### src/sv/abkf_pkg.sv
`timescale 1ns / 1ps
// abkf_pkg: widths, step program, opcodes and saturation helpers
// for the angle/bias Kalman filter; no dependencies
package abkf_pkg;

   localparam int FRAC_BITS = 16;
   localparam int DATA_W    = 32;
   localparam int OPND_W    = DATA_W + 1;
   localparam int PROD_W    = 2 * OPND_W;
   localparam int WIDE_W    = PROD_W;
   localparam int DIV_W     = DATA_W + FRAC_BITS;
   localparam int CNT_W     = $clog2(DIV_W + 1);
   localparam int DT_W      = 17;
   localparam int NOISE_W   = 31;
   localparam int ADDR_W    = 4;
   localparam int STEP_W    = 6;

   localparam logic [DT_W-1:0] RESET_HUNDREDTH =
      DT_W'(((1 << FRAC_BITS) + 50) / 100);
   localparam logic [NOISE_W-1:0] RESET_TENTH =
      NOISE_W'(((1 << FRAC_BITS) + 5) / 10);
   localparam logic [NOISE_W-1:0] RESET_NOISE_HUNDREDTH =
      NOISE_W'(((1 << FRAC_BITS) + 50) / 100);
   localparam logic signed [PROD_W-1:0] ROUND_HALF =
      PROD_W'(64'sd1 <<< (FRAC_BITS - 1));

   // csr register indexes
   localparam logic [1:0] REG_TIME_STEP   = 2'd0;
   localparam logic [1:0] REG_ANGLE_NOISE = 2'd1;
   localparam logic [1:0] REG_BIAS_NOISE  = 2'd2;
   localparam logic [1:0] REG_MEAS_NOISE  = 2'd3;

   typedef enum logic [2:0] {
      OP_ADD = 3'd0,
      OP_SUB = 3'd1,
      OP_MUL = 3'd2,
      OP_DIV = 3'd3,
      OP_END = 3'd4
   } op_type;

   typedef enum logic [4:0] {
      SRC_ANG   = 5'd0,
      SRC_BIAS  = 5'd1,
      SRC_P0    = 5'd2,
      SRC_P1    = 5'd3,
      SRC_P2    = 5'd4,
      SRC_P3    = 5'd5,
      SRC_Y     = 5'd6,
      SRC_S     = 5'd7,
      SRC_K0    = 5'd8,
      SRC_K1    = 5'd9,
      SRC_RATE  = 5'd10,
      SRC_T     = 5'd11,
      SRC_TMP   = 5'd12,
      SRC_ACC   = 5'd13,
      SRC_GYRO  = 5'd14,
      SRC_DT    = 5'd15,
      SRC_QA    = 5'd16,
      SRC_QB    = 5'd17,
      SRC_MEAS  = 5'd18
   } src_type;

   typedef struct packed {
      op_type  op;
      src_type dst;
      src_type src_a;
      src_type src_b;
   } step_ctrl_type;

   function automatic step_ctrl_type mk(op_type op, src_type d, src_type a, src_type b);
      step_ctrl_type c;
      c.op = op;
      c.dst = d;
      c.src_a = a;
      c.src_b = b;
      return c;
   endfunction

   // one filter update as a list of operations on the shared unit and the divider
   function automatic step_ctrl_type step_ctrl(input logic [STEP_W-1:0] step);
      step_ctrl_type c;
      case (step)
         6'd0:  c = mk(OP_SUB, SRC_T,    SRC_GYRO, SRC_BIAS);
         6'd1:  c = mk(OP_MUL, SRC_TMP,  SRC_DT,   SRC_T);
         6'd2:  c = mk(OP_ADD, SRC_ANG,  SRC_ANG,  SRC_TMP);
         6'd3:  c = mk(OP_MUL, SRC_TMP,  SRC_QB,   SRC_DT);
         6'd4:  c = mk(OP_ADD, SRC_BIAS, SRC_BIAS, SRC_TMP);
         6'd5:  c = mk(OP_SUB, SRC_Y,    SRC_ACC,  SRC_ANG);
         6'd6:  c = mk(OP_ADD, SRC_S,    SRC_P0,   SRC_MEAS);
         6'd7:  c = mk(OP_DIV, SRC_K0,   SRC_P0,   SRC_S);
         6'd8:  c = mk(OP_DIV, SRC_K1,   SRC_P2,   SRC_S);
         6'd9:  c = mk(OP_MUL, SRC_TMP,  SRC_K0,   SRC_Y);
         6'd10: c = mk(OP_ADD, SRC_ANG,  SRC_ANG,  SRC_TMP);
         6'd11: c = mk(OP_MUL, SRC_TMP,  SRC_K1,   SRC_Y);
         6'd12: c = mk(OP_ADD, SRC_BIAS, SRC_BIAS, SRC_TMP);
         6'd13: c = mk(OP_MUL, SRC_TMP,  SRC_K0,   SRC_P0);
         6'd14: c = mk(OP_SUB, SRC_P0,   SRC_P0,   SRC_TMP);
         6'd15: c = mk(OP_MUL, SRC_TMP,  SRC_K0,   SRC_P1);
         6'd16: c = mk(OP_SUB, SRC_P1,   SRC_P1,   SRC_TMP);
         6'd17: c = mk(OP_MUL, SRC_TMP,  SRC_K1,   SRC_P0);
         6'd18: c = mk(OP_SUB, SRC_P2,   SRC_P2,   SRC_TMP);
         6'd19: c = mk(OP_MUL, SRC_TMP,  SRC_K1,   SRC_P1);
         6'd20: c = mk(OP_SUB, SRC_P3,   SRC_P3,   SRC_TMP);
         6'd21: c = mk(OP_SUB, SRC_RATE, SRC_GYRO, SRC_BIAS);
         6'd22: c = mk(OP_MUL, SRC_TMP,  SRC_DT,   SRC_RATE);
         6'd23: c = mk(OP_ADD, SRC_ANG,  SRC_ANG,  SRC_TMP);
         6'd24: c = mk(OP_MUL, SRC_T,    SRC_DT,   SRC_P3);
         6'd25: c = mk(OP_SUB, SRC_T,    SRC_T,    SRC_P1);
         6'd26: c = mk(OP_SUB, SRC_T,    SRC_T,    SRC_P2);
         6'd27: c = mk(OP_ADD, SRC_T,    SRC_T,    SRC_QA);
         6'd28: c = mk(OP_MUL, SRC_TMP,  SRC_DT,   SRC_T);
         6'd29: c = mk(OP_ADD, SRC_P0,   SRC_P0,   SRC_TMP);
         6'd30: c = mk(OP_MUL, SRC_TMP,  SRC_DT,   SRC_P3);
         6'd31: c = mk(OP_SUB, SRC_P1,   SRC_P1,   SRC_TMP);
         6'd32: c = mk(OP_SUB, SRC_P2,   SRC_P2,   SRC_TMP);
         6'd33: c = mk(OP_MUL, SRC_TMP,  SRC_QA,   SRC_DT);
         6'd34: c = mk(OP_ADD, SRC_P3,   SRC_P3,   SRC_TMP);
         default: c = mk(OP_END, SRC_TMP, SRC_TMP, SRC_TMP);
      endcase
      return c;
   endfunction

   // clamp a wide signed value to the 32-bit range
   function automatic logic signed [DATA_W-1:0] sat32(input logic signed [WIDE_W-1:0] v);
      logic signed [WIDE_W-1:0] hi;
      logic signed [WIDE_W-1:0] lo;
      hi = WIDE_W'(64'sh7FFF_FFFF);
      lo = -WIDE_W'(64'sh8000_0000);
      if (v > hi) begin
         return DATA_W'(hi);
      end else if (v < lo) begin
         return DATA_W'(lo);
      end
      return v[DATA_W-1:0];
   endfunction

endpackage

### src/sv/abkf_if.sv
`timescale 1ns / 1ps
// abkf_req_if / abkf_rsp_if: valid/ready channels of the filter
// depends on abkf_pkg for the data width
interface abkf_req_if;
   logic                                 valid;
   logic                                 ready;
   logic signed [abkf_pkg::DATA_W-1:0]   accel_angle;
   logic signed [abkf_pkg::DATA_W-1:0]   gyro_rate;
   modport source (output valid, output accel_angle, output gyro_rate, input ready);
   modport sink   (input valid, input accel_angle, input gyro_rate, output ready);
endinterface

interface abkf_rsp_if;
   logic                                 valid;
   logic                                 ready;
   logic signed [abkf_pkg::DATA_W-1:0]   angle_estimate;
   logic signed [abkf_pkg::DATA_W-1:0]   rate_estimate;
   logic                                 gain_fault;
   modport source (output valid, output angle_estimate, output rate_estimate,
                   output gain_fault, input ready);
   modport sink   (input valid, input angle_estimate, input rate_estimate,
                   input gain_fault, output ready);
endinterface

### src/sv/abkf_div.sv
`timescale 1ns / 1ps
// abkf_div: restoring divider, one quotient bit per cycle, giving
// sat32((num << FRAC_BITS) / den) truncated toward zero; uses abkf_pkg
module abkf_div (
   input  logic                                clock,
   input  logic                                reset,
   input  logic                                start,
   input  logic signed [abkf_pkg::DATA_W-1:0]  num,
   input  logic [abkf_pkg::NOISE_W-1:0]        den,
   output logic                                done,
   output logic signed [abkf_pkg::DATA_W-1:0]  quo
);
   import abkf_pkg::*;

   logic                   busy_ff, busy_in;
   logic                   done_ff, done_in;
   logic [CNT_W-1:0]       cnt_ff, cnt_in;
   logic [DATA_W-1:0]      rem_ff, rem_in;
   logic [DIV_W-1:0]       dvd_ff, dvd_in;
   logic [NOISE_W-1:0]     den_ff, den_in;
   logic                   neg_ff, neg_in;
   logic [DATA_W-1:0]      shifted;
   logic [DATA_W:0]        num_mag;
   logic                   fits;
   logic signed [DIV_W:0]  signed_q;

   // one restoring step per cycle
   always_comb begin
      busy_in = busy_ff;
      done_in = 1'b0;
      cnt_in  = cnt_ff;
      rem_in  = rem_ff;
      dvd_in  = dvd_ff;
      den_in  = den_ff;
      neg_in  = neg_ff;
      num_mag = num[DATA_W-1] ? -{num[DATA_W-1], num} : {1'b0, num};
      shifted = {rem_ff[DATA_W-2:0], dvd_ff[DIV_W-1]};
      fits    = shifted >= {1'b0, den_ff};
      if (start) begin
         busy_in = 1'b1;
         cnt_in  = '0;
         rem_in  = '0;
         dvd_in  = {num_mag[DATA_W-1:0], {FRAC_BITS{1'b0}}};
         den_in  = den;
         neg_in  = num[DATA_W-1];
      end else if (busy_ff) begin
         rem_in = fits ? shifted - {1'b0, den_ff} : shifted;
         dvd_in = {dvd_ff[DIV_W-2:0], fits};
         cnt_in = cnt_ff + 1'b1;
         if (cnt_ff == CNT_W'(DIV_W - 1)) begin
            busy_in = 1'b0;
            done_in = 1'b1;
         end
      end
   end

   always_ff @(posedge clock) begin
      if (reset) begin
         busy_ff <= 1'b0;
         done_ff <= 1'b0;
         cnt_ff  <= '0;
      end else begin
         busy_ff <= busy_in;
         done_ff <= done_in;
         cnt_ff  <= cnt_in;
      end
      rem_ff <= rem_in;
      dvd_ff <= dvd_in;
      den_ff <= den_in;
      neg_ff <= neg_in;
   end

   // sign and clamp the magnitude quotient
   assign signed_q = neg_ff ? -$signed({1'b0, dvd_ff}) : $signed({1'b0, dvd_ff});
   assign quo  = sat32(WIDE_W'(signed_q));
   assign done = done_ff;

`ifndef NO_ASSERTIONS
   a_no_restart: assert property (@(posedge clock) disable iff (reset)
      busy_ff |-> !start) else $error("divider restarted while busy");
   a_done_after_busy: assert property (@(posedge clock) disable iff (reset)
      done_ff |-> $past(busy_ff)) else $error("done without a running division");
   a_cnt_bound: assert property (@(posedge clock) disable iff (reset)
      busy_ff |-> cnt_ff < CNT_W'(DIV_W)) else $error("divider count overrun");
`endif

endmodule

### src/sv/angle_bias_kalman_filter.sv
`timescale 1ns / 1ps
// angle_bias_kalman_filter: two-state angle/gyro-bias Kalman filter on one
// shared add/multiply unit and a bit-serial divider; uses abkf_pkg, abkf_if, abkf_div
//
//   channel   dir  handshake            payload
//   req_bus   in   valid/ready          accel_angle, gyro_rate (Q16.16)
//   rsp_bus   out  valid/ready          angle_estimate, rate_estimate, gain_fault
//   csr_*     in   apb, pready high     time_step, noise registers at 4*i
//
// one sample runs 35 program steps: the two divisions run on the bit-serial
// divider and the other steps on the shared add/multiply unit; a faulted gain
// skips the divisions and writes zero gains instead.
// req_bus.ready is high only while idle; a result waits in the output register
// while rsp_bus.ready is low, and the next sample may be taken meanwhile.
// synchronous reset clears state, covariance and csr registers to defaults.
module angle_bias_kalman_filter (
   input  logic                          clock,
   input  logic                          reset,
   abkf_req_if.sink                      req_bus,
   abkf_rsp_if.source                    rsp_bus,
   input  logic                          csr_psel,
   input  logic                          csr_penable,
   input  logic                          csr_pwrite,
   input  logic [abkf_pkg::ADDR_W-1:0]   csr_paddr,
   input  logic [31:0]                   csr_pwdata,
   output logic [31:0]                   csr_prdata,
   output logic                          csr_pready
);
   import abkf_pkg::*;

   typedef enum logic [3:0] {
      ST_IDLE = 4'b0001,
      ST_RUN  = 4'b0010,
      ST_DIVW = 4'b0100,
      ST_DONE = 4'b1000
   } state_type;

   state_type state_ff, state_in;
   logic [STEP_W-1:0]        step_ff, step_in;
   logic                     phase_ff, phase_in;
   logic signed [PROD_W-1:0] prod_ff, prod_in;
   logic                     fault_ff, fault_in;

   logic [DT_W-1:0]    dt_ff;
   logic [NOISE_W-1:0] qa_ff, qb_ff, meas_ff;

   logic signed [DATA_W-1:0] ang_ff, bias_ff, p0_ff, p1_ff, p2_ff, p3_ff;
   logic signed [DATA_W-1:0] y_ff, s_ff, k0_ff, k1_ff, rate_ff, t_ff, tmp_ff;
   logic signed [DATA_W-1:0] acc_ff, gyro_ff;

   logic                     rsp_valid_ff, rsp_valid_in;
   logic signed [DATA_W-1:0] rsp_angle_ff, rsp_rate_ff;
   logic                     rsp_fault_ff;
   logic                     rsp_load;

   step_ctrl_type            ctl;
   logic signed [OPND_W-1:0] opa, opb;
   logic signed [OPND_W:0]   addsub;
   logic signed [DATA_W-1:0] addsub_res, mul_res, wr_data;
   logic signed [PROD_W-1:0] rounded;
   logic                     wr_en;
   logic                     div_start, div_done;
   logic signed [DATA_W-1:0] div_q;
   logic                     csr_write;

   // operand select
   function automatic logic signed [OPND_W-1:0] pick(input src_type s,
      input logic signed [DATA_W-1:0] ang, bias, p0, p1, p2, p3, y, sv, k0, k1,
      input logic signed [DATA_W-1:0] rate, t, tmp, acc, gyro,
      input logic [DT_W-1:0] dt, input logic [NOISE_W-1:0] qa, qb, meas);
      logic signed [OPND_W-1:0] r;
      case (s)
         SRC_ANG:  r = OPND_W'(ang);
         SRC_BIAS: r = OPND_W'(bias);
         SRC_P0:   r = OPND_W'(p0);
         SRC_P1:   r = OPND_W'(p1);
         SRC_P2:   r = OPND_W'(p2);
         SRC_P3:   r = OPND_W'(p3);
         SRC_Y:    r = OPND_W'(y);
         SRC_S:    r = OPND_W'(sv);
         SRC_K0:   r = OPND_W'(k0);
         SRC_K1:   r = OPND_W'(k1);
         SRC_RATE: r = OPND_W'(rate);
         SRC_T:    r = OPND_W'(t);
         SRC_TMP:  r = OPND_W'(tmp);
         SRC_ACC:  r = OPND_W'(acc);
         SRC_GYRO: r = OPND_W'(gyro);
         SRC_DT:   r = $signed({{(OPND_W-DT_W){1'b0}}, dt});
         SRC_QA:   r = $signed({{(OPND_W-NOISE_W){1'b0}}, qa});
         SRC_QB:   r = $signed({{(OPND_W-NOISE_W){1'b0}}, qb});
         SRC_MEAS: r = $signed({{(OPND_W-NOISE_W){1'b0}}, meas});
         default:  r = '0;
      endcase
      return r;
   endfunction

   // shared arithmetic unit
   always_comb begin
      ctl = step_ctrl(step_ff);
      opa = pick(ctl.src_a, ang_ff, bias_ff, p0_ff, p1_ff, p2_ff, p3_ff, y_ff, s_ff,
                 k0_ff, k1_ff, rate_ff, t_ff, tmp_ff, acc_ff, gyro_ff,
                 dt_ff, qa_ff, qb_ff, meas_ff);
      opb = pick(ctl.src_b, ang_ff, bias_ff, p0_ff, p1_ff, p2_ff, p3_ff, y_ff, s_ff,
                 k0_ff, k1_ff, rate_ff, t_ff, tmp_ff, acc_ff, gyro_ff,
                 dt_ff, qa_ff, qb_ff, meas_ff);
      addsub = (ctl.op == OP_SUB) ? (OPND_W+1)'(opa) - (OPND_W+1)'(opb)
                                  : (OPND_W+1)'(opa) + (OPND_W+1)'(opb);
      addsub_res = sat32(WIDE_W'(addsub));
      rounded = (prod_ff + ROUND_HALF) >>> FRAC_BITS;
      mul_res = sat32(WIDE_W'(rounded));
   end

   // step sequencer
   always_comb begin
      state_in  = state_ff;
      step_in   = step_ff;
      phase_in  = phase_ff;
      prod_in   = prod_ff;
      fault_in  = fault_ff;
      wr_en     = 1'b0;
      wr_data   = addsub_res;
      div_start = 1'b0;
      rsp_load  = 1'b0;
      case (state_ff)
         ST_IDLE: begin
            if (req_bus.valid) begin
               state_in = ST_RUN;
               step_in  = '0;
               phase_in = 1'b0;
            end
         end
         ST_RUN: begin
            case (ctl.op)
               OP_ADD, OP_SUB: begin
                  wr_en   = 1'b1;
                  step_in = step_ff + 1'b1;
                  if (ctl.dst == SRC_S) begin
                     fault_in = addsub_res[DATA_W-1] || (addsub_res == '0);
                  end
               end
               OP_MUL: begin
                  if (!phase_ff) begin
                     prod_in  = opa * opb;
                     phase_in = 1'b1;
                  end else begin
                     wr_en    = 1'b1;
                     wr_data  = mul_res;
                     phase_in = 1'b0;
                     step_in  = step_ff + 1'b1;
                  end
               end
               OP_DIV: begin
                  if (fault_ff) begin
                     wr_en   = 1'b1;
                     wr_data = '0;
                     step_in = step_ff + 1'b1;
                  end else begin
                     div_start = 1'b1;
                     state_in  = ST_DIVW;
                  end
               end
               default: state_in = ST_DONE;
            endcase
         end
         ST_DIVW: begin
            if (div_done) begin
               wr_en    = 1'b1;
               wr_data  = div_q;
               step_in  = step_ff + 1'b1;
               state_in = ST_RUN;
            end
         end
         ST_DONE: begin
            if (!rsp_valid_ff || rsp_bus.ready) begin
               rsp_load = 1'b1;
               state_in = ST_IDLE;
            end
         end
         default: state_in = ST_IDLE;
      endcase
      rsp_valid_in = rsp_load ? 1'b1 : (rsp_valid_ff && !rsp_bus.ready);
   end

   abkf_div u_div (
      .clock (clock),
      .reset (reset),
      .start (div_start),
      .num   (opa[DATA_W-1:0]),
      .den   (s_ff[NOISE_W-1:0]),
      .done  (div_done),
      .quo   (div_q)
   );

   // control and filter state
   always_ff @(posedge clock) begin
      if (reset) begin
         state_ff     <= ST_IDLE;
         step_ff      <= '0;
         phase_ff     <= 1'b0;
         fault_ff     <= 1'b0;
         rsp_valid_ff <= 1'b0;
         ang_ff       <= '0;
         bias_ff      <= '0;
         p0_ff        <= '0;
         p1_ff        <= '0;
         p2_ff        <= '0;
         p3_ff        <= '0;
      end else begin
         state_ff     <= state_in;
         step_ff      <= step_in;
         phase_ff     <= phase_in;
         fault_ff     <= fault_in;
         rsp_valid_ff <= rsp_valid_in;
         if (wr_en && ctl.dst == SRC_ANG)  ang_ff  <= wr_data;
         if (wr_en && ctl.dst == SRC_BIAS) bias_ff <= wr_data;
         if (wr_en && ctl.dst == SRC_P0)   p0_ff   <= wr_data;
         if (wr_en && ctl.dst == SRC_P1)   p1_ff   <= wr_data;
         if (wr_en && ctl.dst == SRC_P2)   p2_ff   <= wr_data;
         if (wr_en && ctl.dst == SRC_P3)   p3_ff   <= wr_data;
      end
   end

   // scratch registers and sample capture
   always_ff @(posedge clock) begin
      prod_ff <= prod_in;
      if (wr_en && ctl.dst == SRC_Y)    y_ff    <= wr_data;
      if (wr_en && ctl.dst == SRC_S)    s_ff    <= wr_data;
      if (wr_en && ctl.dst == SRC_K0)   k0_ff   <= wr_data;
      if (wr_en && ctl.dst == SRC_K1)   k1_ff   <= wr_data;
      if (wr_en && ctl.dst == SRC_RATE) rate_ff <= wr_data;
      if (wr_en && ctl.dst == SRC_T)    t_ff    <= wr_data;
      if (wr_en && ctl.dst == SRC_TMP)  tmp_ff  <= wr_data;
      if (req_bus.valid && req_bus.ready) begin
         acc_ff  <= req_bus.accel_angle;
         gyro_ff <= req_bus.gyro_rate;
      end
      if (rsp_load) begin
         rsp_angle_ff <= ang_ff;
         rsp_rate_ff  <= rate_ff;
         rsp_fault_ff <= fault_ff;
      end
   end

   // csr registers
   assign csr_write  = csr_psel && csr_penable && csr_pwrite;
   assign csr_pready = 1'b1;

   always_ff @(posedge clock) begin
      if (reset) begin
         dt_ff   <= RESET_HUNDREDTH;
         qa_ff   <= RESET_TENTH;
         qb_ff   <= RESET_NOISE_HUNDREDTH;
         meas_ff <= RESET_TENTH;
      end else if (csr_write) begin
         case (csr_paddr[3:2])
            REG_TIME_STEP:   dt_ff   <= csr_pwdata[DT_W-1:0];
            REG_ANGLE_NOISE: qa_ff   <= csr_pwdata[NOISE_W-1:0];
            REG_BIAS_NOISE:  qb_ff   <= csr_pwdata[NOISE_W-1:0];
            REG_MEAS_NOISE:  meas_ff <= csr_pwdata[NOISE_W-1:0];
            default: ;
         endcase
      end
   end

   always_comb begin
      case (csr_paddr[3:2])
         REG_TIME_STEP:   csr_prdata = {{(32-DT_W){1'b0}}, dt_ff};
         REG_ANGLE_NOISE: csr_prdata = {{(32-NOISE_W){1'b0}}, qa_ff};
         REG_BIAS_NOISE:  csr_prdata = {{(32-NOISE_W){1'b0}}, qb_ff};
         REG_MEAS_NOISE:  csr_prdata = {{(32-NOISE_W){1'b0}}, meas_ff};
         default:         csr_prdata = '0;
      endcase
   end

   // channel outputs
   assign req_bus.ready          = (state_ff == ST_IDLE);
   assign rsp_bus.valid          = rsp_valid_ff;
   assign rsp_bus.angle_estimate = rsp_angle_ff;
   assign rsp_bus.rate_estimate  = rsp_rate_ff;
   assign rsp_bus.gain_fault     = rsp_fault_ff;

`ifndef NO_ASSERTIONS
   a_start_program: assert property (@(posedge clock) disable iff (reset)
      (req_bus.valid && req_bus.ready) |=> (state_ff == ST_RUN && step_ff == '0))
      else $error("accepted sample did not start the program");
   a_fault_zero_gain: assert property (@(posedge clock) disable iff (reset)
      (state_ff == ST_DONE && fault_ff) |-> (k0_ff == '0 && k1_ff == '0))
      else $error("faulted sample has nonzero gain");
   a_no_div_on_fault: assert property (@(posedge clock) disable iff (reset)
      state_ff == ST_DIVW |-> !fault_ff)
      else $error("division started with non-positive innovation");
   a_result_loaded: assert property (@(posedge clock) disable iff (reset)
      rsp_load |=> rsp_valid_ff)
      else $error("finished result not presented");
`endif

endmodule

### src/flat_wrapper.sv
// flat-port wrapper written by rule: the top's interface ports become plain ports
module angle_bias_kalman_filter_flat import abkf_pkg::*;
  (clock, reset, csr_psel, csr_penable, csr_pwrite, csr_paddr, csr_pwdata, csr_prdata, csr_pready, req_bus_valid, req_bus_accel_angle, req_bus_gyro_rate, req_bus_ready, rsp_bus_valid, rsp_bus_angle_estimate, rsp_bus_rate_estimate, rsp_bus_gain_fault, rsp_bus_ready);
  abkf_req_if req_bus_i ();
  abkf_rsp_if rsp_bus_i ();
  input  logic clock;
  input  logic reset;
  input  logic csr_psel;
  input  logic csr_penable;
  input  logic csr_pwrite;
  input  logic [abkf_pkg::ADDR_W-1:0] csr_paddr;
  input  logic [31:0] csr_pwdata;
  output logic [31:0] csr_prdata;
  output logic csr_pready;
  input wire logic [$bits(req_bus_i.valid)-1:0] req_bus_valid;
  input wire logic [$bits(req_bus_i.accel_angle)-1:0] req_bus_accel_angle;
  input wire logic [$bits(req_bus_i.gyro_rate)-1:0] req_bus_gyro_rate;
  output wire logic [$bits(req_bus_i.ready)-1:0] req_bus_ready;
  output wire logic [$bits(rsp_bus_i.valid)-1:0] rsp_bus_valid;
  output wire logic [$bits(rsp_bus_i.angle_estimate)-1:0] rsp_bus_angle_estimate;
  output wire logic [$bits(rsp_bus_i.rate_estimate)-1:0] rsp_bus_rate_estimate;
  output wire logic [$bits(rsp_bus_i.gain_fault)-1:0] rsp_bus_gain_fault;
  input wire logic [$bits(rsp_bus_i.ready)-1:0] rsp_bus_ready;
  assign req_bus_i.valid = req_bus_valid;
  assign req_bus_i.accel_angle = req_bus_accel_angle;
  assign req_bus_i.gyro_rate = req_bus_gyro_rate;
  assign req_bus_ready = req_bus_i.ready;
  assign rsp_bus_valid = rsp_bus_i.valid;
  assign rsp_bus_angle_estimate = rsp_bus_i.angle_estimate;
  assign rsp_bus_rate_estimate = rsp_bus_i.rate_estimate;
  assign rsp_bus_gain_fault = rsp_bus_i.gain_fault;
  assign rsp_bus_i.ready = rsp_bus_ready;
  angle_bias_kalman_filter u_core (.clock(clock), .reset(reset), .req_bus(req_bus_i), .rsp_bus(rsp_bus_i), .csr_psel(csr_psel), .csr_penable(csr_penable), .csr_pwrite(csr_pwrite), .csr_paddr(csr_paddr), .csr_pwdata(csr_pwdata), .csr_prdata(csr_prdata), .csr_pready(csr_pready));
endmodule
### config.mk
export PLATFORM = sky130hd
export DESIGN_NAME = angle_bias_kalman_filter_flat
export DESIGN_NICKNAME = d
export VERILOG_FILES = /design/src/sv/abkf_pkg.sv /design/src/sv/abkf_if.sv /design/src/sv/abkf_div.sv /design/src/sv/angle_bias_kalman_filter.sv /design/src/flat_wrapper.sv
export SDC_FILE = /design/constraint.sdc
export NUM_CORES = 2
export LEC_CHECK = 0
export BUFFER_PORTS_ARGS = -buffer_cell sky130_fd_sc_hd__buf_2
export CAP_MARGIN = 20
export CORE_MARGIN = 1
export CORE_UTILIZATION = 55
export DETAILED_ROUTE_END_ITERATION = 6
export PLACE_DENSITY = 0.73
export SLEW_MARGIN = 30
export SYNTH_ARGS = -nofsm -noshare
export SYNTH_HDL_FRONTEND = slang
export SYNTH_HIERARCHICAL = 1
export SYNTH_SLANG_ARGS = --single-unit
### constraint.sdc
create_clock -name clock -period 12.39 [get_ports clock]
set_input_delay 3.717 -clock clock [delete_from_list [all_inputs] [get_ports clock]]
set_output_delay 3.717 -clock clock [all_outputs]
set_load 0.02 [all_outputs]
## Word-level counts from Yosys, hierarchy flattened

Memory sizes are Yosys's and may differ from the RTL's. A register that Yosys moved wholly into a read port is not among the register bits.
Cells that the tools add are included.

- Register bits: 853
- Bits in read-only memories: 1,088
- Logic and storage cells: 228
- Memories: 1

Memory list:

| name | depth | bits a word | read ports | clocked after memory_dff | write ports | line | RTL |
|---|---|---|---|---|---|---|---|
| (name not given) | 64 | 17 | 1 | 1 | 0 | abkf_pkg.sv:82 | `case (step)` |

- Add/sub/neg operators: 8
- Multipliers: 1
- $lt $le $gt $ge: 7
- Equality and inequality tests: 68
- Muxes and demuxes: 62
- Bitwise logic cells: 2
- Reduce and logical (&&, ||, !) cells: 43

Operator list:

| operator | count |
|---|---|
| 33-bit case mux with 19 select lines | 2 |
| 32-bit 2-to-1 mux | 13 |
| 32-bit case mux with 2 select lines | 2 |
| 32-bit case mux with 4 select lines | 1 |
| 5-bit by 4-bit equality test with 1-bit output, second input constant | 21 |
| 48-bit 2-to-1 mux | 2 |
| 66-bit by 17-bit adder with 66-bit output, second input constant | 1 |
| 33-bit by 33-bit multiplier with 66-bit output | 1 |
| 5-bit by 3-bit equality test with 1-bit output, second input constant | 12 |
| 50-bit by 32-bit greater-than comparator with 1-bit output, second input constant | 1 |
| 50-bit by 32-bit less-than comparator with 1-bit output, second input constant | 1 |
| 49-bit by 32-bit greater-than comparator with 1-bit output, second input constant | 1 |
| 49-bit by 32-bit less-than comparator with 1-bit output, second input constant | 1 |
| 49-bit 2-to-1 mux | 1 |
| 48-bit negation with 49-bit output | 1 |
| 6-bit 2-to-1 mux | 6 |
| 6-bit case mux with 3 select lines | 2 |
| 33-bit by 33-bit adder with 34-bit output | 1 |
| 34-bit by 32-bit greater-than comparator with 1-bit output, second input constant | 1 |
| 34-bit by 32-bit less-than comparator with 1-bit output, second input constant | 1 |
| 34-bit 2-to-1 mux | 1 |
| 33-bit by 33-bit subtractor with 34-bit output | 1 |
| 32-bit by 31-bit >= comparator with 1-bit output | 1 |
| 32-bit logical NOT | 1 |
| other kinds (42) | 115 |

## Logic depth before layout (Yosys ltp)

- Depth after elaboration: 11
- Gate-level depth with buffers: 43
- Depth with buffers taken out: 37

## Modules after synthesis

Netlist, hierarchy kept.

By module, submodules not included:

| module | instances | cells an instance | area an instance (µm²) | seq. area each (µm²) |
|---|---|---|---|---|
| angle_bias_kalman_filter | 1 | 7,919 | 74,690.4 | 18,778.0 |
| abkf_div | 1 | 1,000 | 8,436.8 | 3,022.9 |

## Worst setup path after synthesis

No wires, ideal clock.

- Path kind: reg-to-reg
- Start: reg u_core/ctl[5] (netlist name)
- End: reg u_core.prod_ff[65], data pin
- Arrival time: 10,783 ps
- Setup slack: 1,347 ps
- Stages on the path, launching flop included: 38
- Path buffers: 6
- Clock period less this slack: 11,043 ps
- Cell sequence: dfxtp_1 -> clkbuf_1 -> clkbuf_1 -> buf_1 -> clkbuf_1 -> mux2i_1 -> nor2_1 -> a2111oi_0 -> nand2_1 -> clkbuf_1 -> nand2_1 -> fa_1 -> fa_1 -> inv_1 -> fa_1 -> inv_1 -> fa_1 -> inv_1 -> [... 2 more ...] -> fa_1 -> inv_1 -> fa_1 -> inv_1 -> ha_1 -> clkbuf_1 -> a21oi_1 -> o21ai_0 -> a21oi_1 -> o21a_1 -> o21ai_0 -> a31oi_1 -> o22ai_1 -> o21ai_0 -> nand3b_1 -> a2111oi_0 -> o21bai_1 -> xnor2_1

- Word-level cells in the longest chain between the ends: 3
- Elaborated cells on any way between the ends: 21

RTL lines:

| item | line | RTL |
|---|---|---|
| 5-bit equality test, or another cell as far along | angle_bias_kalman_filter.sv:72 | `case (s)` |
| 33-bit case mux with 19 select lines (*) | angle_bias_kalman_filter.sv:72 |  |
| 33-bit by 33-bit multiplier with 66-bit output (*) | angle_bias_kalman_filter.sv:143 | `prod_in = opa * opb;` |
| end signal, assigned | angle_bias_kalman_filter.sv:225 | `prod_ff <= prod_in;` |
| end, declared | angle_bias_kalman_filter.sv:41 | `logic signed [PROD_W-1:0] prod_ff, prod_in;` |

Every way passes the cells marked *; elsewhere a longest branch is shown, timed or not.
A chain may end at the register's enable or synchronous reset.

## Final worst setup path

- Start: reg u_core/ctl[0] (netlist name)
- End: reg u_core.prod_ff[57], data pin

- Word-level cells in the longest chain between the ends: 3
- Elaborated cells on any way between the ends: 21

RTL lines:

| item | line |
|---|---|
| 5-bit equality test, or another cell as far along | angle_bias_kalman_filter.sv:72 |
| 33-bit case mux with 19 select lines (*) | angle_bias_kalman_filter.sv:72 |
| 33-bit by 33-bit multiplier with 66-bit output (*) | angle_bias_kalman_filter.sv:143 |

Marks and branches as above.

==> results summary <==
The run finished, with violations left. The checks that failed: design-rule violations. The distinct cell type count of the synthesized netlist came out at 109.

Of the cells placed in the final design, the portion with a size suffix greater than 1 is 0.107. The register with the most flip-flops in the layout has 51 of them. The H-tree depth reported by CTS came out at 3. The number of vias after detailed routing came out at 74600.

The total routed wirelength came out at 341000 µm. The floorplan step defined a die boundary enclosing 0.153 mm². Clock skew on the completed layout was measured at 0.0461 ns.

The portion of the post-synthesis area used by sequential elements came out at 0.262. Using the TritonRoute via totals, the vias-per-cell ratio works out to 6.68. For the pin with the worst max-slew slack, the measured transition is 1.12 ns. The starting density of the core came out at 0.554. The library cell used most frequently in the layout, excluding fill and tap cells, is sky130_fd_sc_hd__inv_1. The slack of the worst reg-to-reg path is 0.31 ns.

The residual overflow from global routing came out at 0. The number of antenna violations at the first check in global routing came out at 22. The remaining antenna violation count after routing came out at 0. The biggest area contributor in the post-synthesis netlist is sky130_fd_sc_hd__fa_1. Setup total negative slack on the finished layout was measured at 0 ns. The standard-cell row count is 142. Setup repair after global routing left no endpoint under its margin. The number of instances in the synthesized netlist came out at 8919. The largest register by flop count is u_core/prod_ff. The startpoint of the worst-slack reg-to-reg timing path is u_core/ctl[0]$_DFF_P_. The number of iterations in the first detailed-routing pass is 7. In this run the worst path has a maximum fanout of 19.

In this run the worst setup path begins at u_core/ctl[0]$_DFF_P_. The longest individual stage delay on the worst path is 0.90 ns. The tool flagged a number of max-cap violations equal to 0. The worst hold-check path type is register to register. The startpoint identified for the worst hold timing path is u_core/u_div/rem_ff[24]$_SDFFE_PP0P_.

Routability-driven placement finished with a final weighted congestion of 1.09. The horizontal die dimension came out at 391 µm. The post-synthesis average cell area came out at 9.32 µm². Counting I/O delays and the setup requirement, the final critical path takes 12.08 ns. The headroom to the max-slew limit came out at 0.253. The area of the mapped netlist came out at 0.0831 mm². The clock drives 855 sinks. The warning count from the yosys run is 6. The core region area is 0.150 mm². Sorting the synthesized cells by area gives the leading types as sky130_fd_sc_hd__fa_1 27%, sky130_fd_sc_hd__edfxtp_1 17%, sky130_fd_sc_hd__dfxtp_1 9.3%.

After clock tree synthesis, the clock-pin slew on the worst setup and hold paths is 0.07 ns. For this run, the total global-route usage over all layers was measured as 0.447. The startpoint kind of the worst setup timing path is a register. The endpoint identified for the worst register-to-register timing path is u_core/prod_ff[57]$_DFFE_PP_. Once routing completed, OpenROAD measured the worst setup slack at 0.312 ns. The worst reg-to-reg path cell count is 35. The number of remaining DRC errors is 40. The number of hold violations in the final report is 0. In the final layout, the registers with the most flip-flops are u_core/prod_ff (51), u_core/u_div/dvd_ff (48). Among all flip-flop cells after synthesis, the most frequent one is sky130_fd_sc_hd__edfxtp_1.

The clock insertion delay at the later pin of the skew report is 0.73 ns. The fmax is 0.0828 GHz. The tree is rooted in a sky130_fd_sc_hd__clkbuf_16. The first global-routing pass estimated 493000 µm of wire. The number of nets in the final layout is 10600. The clock passes through at most 3 buffers. The critical path ends at u_core/prod_ff[57]$_DFFE_PP_.

Synthesis inferred 855 register bits. The critical path arrival is 12.51 ns. The layout overhead on the synthesized area came out at 9.88%. The number of global-route vias before repair is 73800.

The final worst-path cycle share came out at 0.975. In the layout the commonest cells are 1207 x sky130_fd_sc_hd__inv_1, 1137 x sky130_fd_sc_hd__nand2_1, 1123 x sky130_fd_sc_hd__fa_1. The critical path's most frequent cell is sky130_fd_sc_hd__fa_1. The count of boundary I/O pins is 207. Entering global routing, the biggest net connects 199 pins. The top-area cell type share of the netlist area is 0.270. The count of routing violations after the opening detailed-route iteration is 11300. OpenSTA, run right after detailed placement, puts the worst setup slack at 0.542 ns.

The net count after synthesis is 10400. The proportion of register bits with asynchronous set or reset after synthesis is 0. The height of the die came out at 391 µm. On the critical path, the stage with the largest delay is an instance of sky130_fd_sc_hd__dfxtp_1.

After detailed routing, the average wire length per cell comes to 30.6 µm. The total CTS buffers is 86. The number of pins with negative max-slew slack in the final report is 0.

Setup violations remaining at the end of the flow were counted as 0. The synthesized design contains 468 enable-type register cells. Port buffering added 201 buffers. TritonCTS built the clock tree. The worst setup path is captured at a register.

After clock tree synthesis, the flow added hold-fix buffers numbering 0. The required time of the worst setup path came out at 12.82 ns. The placed wire-length estimate came out at 253000 µm. The worst setup path is of the register to register kind. The post-cts resize count came out at 0. The number of buffers inserted to repair setup after CTS came out at 0.
==> kinds of logic (layout without fill, tap and decap cells) <==
logic type / count (synthesis) / count (layout) / share of synthesized area
AO/OA/AOI/OAI: 1603 / 1603 / 0.138
XOR/XNOR: 255 / 255 / 0.0269
adder cells (fa/ha/maj): 1412 / 1412 / 0.314
buffers and inverters: 1803 / 2017 / 0.0834
flip-flops: 855 / 855 / 0.262
multiplexers: 101 / 101 / 0.0156
other: 2 / 19 / 0.0000903
AND/OR/NAND/NOR: 2888 / 2888 / 0.160
==> Yosys cell counts, drive strengths merged (136+ instances only) <==
| master | n |
|---|---|
| clkbuf | 477 |
| a21oi | 314 |
| nand3 | 181 |
| ha | 289 |
| xnor2 | 136 |
| edfxtp | 468 |
| nor2 | 796 |
| o21ai | 214 |
| a22oi | 270 |
| inv | 1208 |
| fa | 1123 |
| nand2 | 1139 |
| dfxtp | 387 |
| a211oi | 204 |
==> worst min path at each step <==
stage / to / slack, ns / cells past startpoint
after detailed placement: u_core/u_div/rem_ff[24]$_SDFFE_PP0P_ / 0.48 / 2
final: u_core/u_div/rem_ff[24]$_SDFFE_PP0P_ / 0.49 / 2
after global routing: u_core/u_div/rem_ff[24]$_SDFFE_PP0P_ / 0.51 / 2
after floorplan: u_core/rsp_bus.angle_estimate[8]$_DFFE_PP_ / 0.43 / 0
after global placement: u_core/u_div/cnt_ff[5]$_SDFFE_PP0P_ / 0.46 / 2
after CTS: u_core/u_div/rem_ff[24]$_SDFFE_PP0P_ / 0.49 / 2
==> critical path: cells and delay by family, from the launching register on <==
| family | cells | cell delay (ns) |
|---|---|---|
| compound gates | 12 | 2.58 |
| xor+xnor | 1 | 0.19 |
| fa+ha+maj | 9 | 4.47 |
| buf+inv | 8 | 1.66 |
| flops | 1 | 0.90 |
| simple gates | 5 | 1.97 |
==> area by class of cell <==
class | instances | area (µm²)
tap | 2016 | 2520
clock inverter | 33 | 342
sequential | 855 | 21800
fill | 12700 | 58600
antenna | 17 | 42.5
inverter | 1226 | 4610
multi-input combinational | 6261 | 54800
timing repair buffer | 631 | 4610
clock buffer | 127 | 2560
==> metal layers <==
metal / GRT usage / part of all wire
met1: 0.559 / 0.34
met2: 0.629 / 0.41
met4: 0.307 / 0.092
met3: 0.180 / 0.16
met5: 0.00287 / 0.00055
==> through the flow <==
| stage | hold slack (ns) | instances | cell area, µm² | util |
|---|---|---|---|---|
| 2_1_floorplan | 0.430 | 8919 | 83100 | - |
| 3_3_place_gp | 0.465 | 11000 | 88200 | 0.588 |
| 3_5_place_dp | 0.475 | 11000 | 88300 | 0.589 |
| 4_1_cts | 0.485 | 11100 | 91200 | 0.608 |
| 5_1_grt | 0.513 | 11200 | 91300 | 0.609 |
| 6_report | 0.485 | 11200 | 91300 | 0.609 |
Power is left out: the tool's default activity adds up to more than one toggle a clock period on the data nets, which glitch-free logic cannot reach.
